`src/hdl/tsl_pkg.sv`:
```
// Shared constants and widths for the triangle slope limiter.
package tsl_pkg;

    // Fraction bits of the limiter value phi and of the value data.
    localparam int FRAC_BITS = 16;
    // Fraction bits of the beta register, fixed by its format.
    localparam int BETA_FRAC = 16;
    localparam int DAT_W     = 32;
    localparam int BETA_W    = 18;
    // Magnitude of a difference of two 32-bit values.
    localparam int MAG_W     = 32;
    localparam int PROD_W    = MAG_W + BETA_W;
    localparam int DEN_W     = MAG_W + BETA_FRAC;
    localparam int PHI_W     = FRAC_BITS + 1;
    localparam logic [PHI_W-1:0] PHI_ONE = PHI_W'(1) << FRAC_BITS;

    // Pipeline: input, product, divider steps, minimum, multiply, add, output.
    localparam int NUM_STAGES = FRAC_BITS + 6;

    localparam int S_TDATA_W = 296;
    localparam int M_TDATA_W = 256;

    // Configuration register indexes.
    localparam logic REG_LIMITER_BETA  = 1'b0;
    localparam logic REG_LIMIT_BY_EDGE = 1'b1;

endpackage

```
`src/hdl/tsl_div_lane.sv`:
```
// Pipelined restoring divider lane, one quotient bit per stage.
module tsl_div_lane (
    input  logic                           aclk,
    input  logic                           en,
    input  logic [tsl_pkg::DEN_W-1:0]      rem_in,
    input  logic [tsl_pkg::DEN_W-1:0]      den_in,
    output logic [tsl_pkg::FRAC_BITS-1:0]  q_out
);

    localparam int N = tsl_pkg::FRAC_BITS;
    localparam int W = tsl_pkg::DEN_W;

    logic [W-1:0] rem_reg  [N];
    logic [W-1:0] den_reg  [N];
    logic [N-1:0] q_reg    [N];
    logic [W-1:0] rem_next [N];
    logic [N-1:0] q_next   [N];

    // Each stage shifts the remainder and subtracts the divisor where it fits.
    always_comb begin
        logic [W-1:0] rp;
        logic [W-1:0] dp;
        logic [N-1:0] qp;
        logic [W:0]   sh;
        logic         ge;
        for (int k = 0; k < N; k++) begin
            rp = (k == 0) ? rem_in : rem_reg[(k == 0) ? 0 : k - 1];
            dp = (k == 0) ? den_in : den_reg[(k == 0) ? 0 : k - 1];
            qp = (k == 0) ? '0 : q_reg[(k == 0) ? 0 : k - 1];
            sh = {rp, 1'b0};
            ge = (sh >= {1'b0, dp});
            rem_next[k] = ge ? W'(sh - {1'b0, dp}) : sh[W-1:0];
            q_next[k]   = {qp[N-2:0], ge};
        end
    end

    always_ff @(posedge aclk) begin
        if (en) begin
            for (int k = 0; k < N; k++) begin
                rem_reg[k] <= rem_next[k];
                q_reg[k]   <= q_next[k];
                den_reg[k] <= (k == 0) ? den_in : den_reg[(k == 0) ? 0 : k - 1];
            end
        end
    end

    assign q_out = q_reg[N-1];

endmodule

```
`config.mk`:
```
export PLATFORM = sky130hd
export DESIGN_NAME = tsl_div_lane
export DESIGN_NICKNAME = d
export VERILOG_FILES = /design/src/hdl/tsl_pkg.sv /design/src/hdl/tsl_div_lane.sv
export SDC_FILE = /design/constraint.sdc
export NUM_CORES = 2
export LEC_CHECK = 0
export BUFFER_PORTS_ARGS = -buffer_cell sky130_fd_sc_hd__buf_2
export CELL_PAD_IN_SITES_DETAIL_PLACEMENT = 1
export CELL_PAD_IN_SITES_GLOBAL_PLACEMENT = 1
export CORE_MARGIN = 2
export CORE_UTILIZATION = 52
export CTS_BUF_LIST = sky130_fd_sc_hd__clkbuf_16
export DETAILED_ROUTE_END_ITERATION = 10
export PLACE_DENSITY_LB_ADDON = 0.1
export SETUP_SLACK_MARGIN = 0.2
export SYNTH_ARGS = -nofsm -noshare
export SYNTH_HDL_FRONTEND = slang
export SYNTH_SLANG_ARGS = --single-unit
```
`constraint.sdc`:
```
create_clock -name aclk -period 5.6 [get_ports aclk]
set_clock_uncertainty 0.2 [all_clocks]
set_input_delay 0.84 -clock aclk [delete_from_list [all_inputs] [get_ports aclk]]
set_output_delay 0.84 -clock aclk [all_outputs]
set_load 0.05 [all_outputs]
```
Word-level counts from Yosys, hierarchy flattened
Memories as Yosys holds them, arrays and structs flattened.
Cells that the tools add are included.

storage, ports and cells
  output and inout port bits = 16
  input port bits = 98
  memory bits (writable) = 1792
  bits in registers = 0
  memories = 3

memories
  memory   depth  bits a word  rd ports  clocked after Yosys merged registers in  wr ports  RTL line            source
  den_reg  16     48           15        0                                        16        tsl_div_lane.sv:14  logic [W-1:0] den_reg [N];
  rem_reg  16     48           15        0                                        16        tsl_div_lane.sv:13  logic [W-1:0] rem_reg [N];
  q_reg    16     16           16        0                                        16        tsl_div_lane.sv:15  logic [N-1:0] q_reg [N];

cells by class
  $lt $le $gt $ge = 16
  add/subtract/negate cells = 16
  muxes and demuxes = 18

operators by type and width
  cell              number
  $ge A49 B48 Y1    16
  $mux W48          16
  $sub A48 B48 Y48  16
  $mux W1           2

Depth between registers and ports, before layout
An unclocked memory read counts as a cell.

  word-level depth = 3
  depth in mapped cells = 18
  mapped depth without buffers = 15

Worst setup path before layout
Ideal clock, no wire load.

  path kind = input-to-reg
  start point = input den_in[8] (netlist name)
  end point = memory rem_reg[0][11] (netlist name) (data pin)
  path slack = 1460 ps
  buffers on the path = 2
  data required time = 5140 ps
  arrival time = 3681 ps
  stages on the path = 15
  cell sequence = inv_1 -> ha_1 -> and3_1 -> a221o_1 -> a221oi_2 -> a21o_1 -> a211o_1 -> a21oi_1 -> or3b_1 -> nor2_1 -> o21bai_1 -> a21o_1 -> buf_2 -> buf_2 -> mux2_2

RTL lines
  what             RTL line            source
  start, declared  tsl_div_lane.sv:6   input logic [tsl_pkg::DEN_W-1:0] den_in,
  end, declared    tsl_div_lane.sv:13

==> key figures <==
Flow run
  • Max-cap violations: 0

Min path
  • Min-Delay Path Class: primary input to flop
  • Beginning of the worst hold path: rem_in[9]
  • Hold path depth: 2

STA
  • Worst slew margin: 20.4%
  • Final hold violation count: 0
  • Setup_tns: 0 ps
  • Max Slew Vio Count: 0
  • Fmax: 193 MHz
  • Final min period: 5180 ps
  • Worst Tran Pin Value: 1180 ps
  • Unrepaired setup endpoints after global routing: false
  • Final Cycle Share: 92.4%
  • Final setup violating endpoints: 0

Die
  • # IOs: 114
  • Die Area: 192000 µm²
  • Die H: 439 µm
  • Core area: 188000 µm²
  • Die W: 439 µm
  • Num rows: 159
  • Initial Util: 52.3%

Yosys
  • Yosys warnings: 0
  • Mapped Cells: 9328
  • Post-synthesis net count: 10208
  • Mapped Area: 98200 µm²
  • Syn_area_per_cell: 10.5 µm²
  • Post-synth top flop: edfxtp_1
  • Library cells used by synthesis: 96
  • Synthesized flop and latch total: 1576
  • Number of enable flip-flop cells after synthesis: 1576
  • Register area share after synthesis: 48.2%
  • Asr flop ratio synth: 0%

Placement
  • PortBufs: 113
  • Placer Congestion: 0.938
  • Post-DP HPWL: 207 mm

Finish
  • Layout Nets: 10338
  • Multi-input logic area: 46000 µm²
  • Fill cell count: 19963
  • Area grow syn2layout: 9.86%
  • Share of layout cells above drive strength 1: 9.32%
  • Sequential cell area: 47300 µm²

Clocking
  • Htree depth: 4
  • Clock tree buffer depth: 3
  • Clock sink count: 1576
  • Setup Fix Bufs, Post-CTS: 0
  • Reg clk slew, reported paths: 60 ps
  • Clk_lat worst skew: 860 ps
  • CTS tree: yes
  • Root Driver: clkbuf_16
  • CTS Buf Count: 178

Route
  • Vias: 70451
  • Antenna-violating nets left: 0
  • Number of vias per cell: 5.82
  • DRC: 0
  • Post-Route WL: 262 mm
  • First-pass DRT Iterations: 8
  • 1st-iter DRT viols: 3177
  • Wire per inst: 21.6 µm

Global routing
  • Vias in the first global route: 76700
  • Grt total ovfl: 0
  • GR peak layer: met2
  • Gr usage total: 26.8%
  • Largest net degree at the start of global routing: 127
  • First-pass GRT wire length: 409 mm
  • GR met3 Demand/Resource: 2.98%
  • Routing usage on met2: 53.0%
  • Met1 GRT Util: 25.7%
  • Initial antenna violation count: 5

Pwr
  • Flop pwr share: 31.0%
  • Int Pwr: 0.0383 W
  • Power consumption: 0.0642 W
  • Lkg Pwr: 45.7 nW
  • Sw Share: 40.3%
  • Power per cell area: 595 nW/µm²
  • Clock share of power: 17.2%
  • NetSw: 0.0259 W
  • Max rail drop VDD: 0.000355 V
  • Logic gate share of total power: 51.7%

Setup path
  • Critical Path Sink Type: flop
  • Crit path DAT: 5530 ps
  • Startpoint types: flop
  • Worst setup path class: flop to flop
  • Max Fanout on Critical Path: 4
  • Critical path required time: 5960 ps
  • Setup crit start: den_reg[1][1]
  • Worst r2r src: den_reg[1][1]
  • FF-to-FF path depth: 14

Outcome
  • Outcome: completed
[routing by layer]
metal | vias to the layer above | wire (µm) | share of wire [%]
met4 | 0 | 19100 | 7.3
met1 | 34367 | 93600 | 36
li1 | 34210 | - | -
met5 | - | 0 | 0
met3 | 677 | 5820 | 2.2
met2 | 1197 | 143000 | 55
[power by group through the flow]
stage                     Sequential (W)  Clock (W)  Combinational [W]
after CTS                         0.0199     0.0113             0.0331
after global routing              0.0202     0.0117             0.0364
final                             0.0199     0.0111             0.0332
after floorplan                   0.0193          0             0.0244
after detailed placement          0.0201          0             0.0327
after global placement            0.0199          0             0.0315
[worst paths after layout]
check | slack, ps | to
worst min-delay path | 120 | rem_reg[0][10]
worst min register to register | 210 | q_reg[1][49]
worst max-delay path | 420 | rem_reg[0][143]
worst max register to register | 420 | rem_reg[0][143]
[placed cells by master (no fill, tap or decap), drive strengths merged, types with 89 or more instances in the layout]
| cell type | instances |
|---|---|
| a31oi | 102 |
| nor2b | 125 |
| xnor2 | 379 |
| ha | 767 |
| inv | 1005 |
| mux2 | 340 |
| clkbuf | 178 |
| nand4 | 161 |
| a21o | 550 |
| xor2 | 260 |
| nand3 | 166 |
| nand2b | 89 |
| nor2 | 514 |
| edfxtp | 1576 |
| buf | 229 |
| o21ai | 577 |
| o21bai | 108 |
| nand2 | 638 |
| a21oi | 859 |
[area by class of cell]
| type | instances | area share [%] |
|---|---|---|
| Antenna cell | 8 | 0.0186 |
| Clock inverter | 141 | 0.990 |
| Sequential cell | 1576 | 43.9 |
| Multi-Input combinational cell | 6462 | 42.6 |
| Tap cell | 2495 | 2.89 |
| Inverter | 963 | 3.35 |
| Timing Repair Buffer | 277 | 2.16 |
| Clock buffer | 178 | 4.13 |
[stage by stage]
stage / cells / utilization (%) / hold WS (ps) / area [µm²] / setup WS (ps)
after floorplan: 9328 / - / 200 / 98200 / 1460
after global placement: 11725 / 54.2 / 200 / 102000 / 443
after detailed placement: 11725 / 54.2 / 205 / 102000 / 365
after CTS: 12092 / 57.4 / 59.3 / 108000 / 325
after global routing: 12100 / 57.4 / 79.7 / 108000 / 254
final: 12100 / 57.4 / 122 / 108000 / 424
[worst max-delay path: stages (launching register included)]
cell	delay [ps]
edfxtp_1	460
inv_1	80
ha_1	300
nor2b_1	150
o21ai_0	360
a21boi_0	330
o31ai_1	590
nand3_1	250
a21oi_1	400
o211ai_1	270
o21ai_1	400
o21ai_0	400
a311oi_1	400
xor2_1	180
o21ai_0	100
[synthesized netlist by cell type, types with 17 or more instances]
master	count	area, µm²
ha_1	767	9600
nand4_1	161	1010
or3_1	28	175
xnor2_1	379	3320
nand3_1	166	831
a221oi_1	24	210
o211ai_1	24	180
a21o_1	550	4130
clkbuf_1	250	938
mux2_2	327	3680
edfxtp_1	1576	47300
a21oi_1	854	4270
buf_2	52	260
a31oi_1	100	626
nand2b_1	89	557
and3_1	73	457
o21bai_1	108	811
o21ai_1	20	100
a31o_2	17	149
nand2_1	638	2390
nor4_1	28	175
o21a_1	81	608
nor2_1	513	1930
a211oi_1	32	240
nor2b_1	125	782
and4_1	22	193
xor2_1	260	2280
or2_2	17	106
a21boi_0	34	255
a211o_1	17	149
inv_1	962	3610
and2_1	45	282
a41oi_1	24	210
o31ai_1	48	360
o21ai_0	555	2780
nor3_1	88	440
[logic make-up after synthesis]
| logic type | Yosys count | share of synthesized area (%) |
|---|---|---|
| compound gates | 2655 | 17.0 |
| simple gates | 2032 | 9.81 |
| flops | 1576 | 48.2 |
| buf+inv | 1290 | 5.10 |
| fa+ha+maj | 782 | 10.1 |
| xor+xnor | 639 | 5.70 |
| mux | 354 | 4.08 |
[repair_timing]
action                                  in CTS  in global routing
endpoints found under the hold margin       48                  0
hold buffers                                48                  0
endpoints found under the setup margin       0                  1
resized for setup                            0                  1
Power figures use the tool's default switching activity.
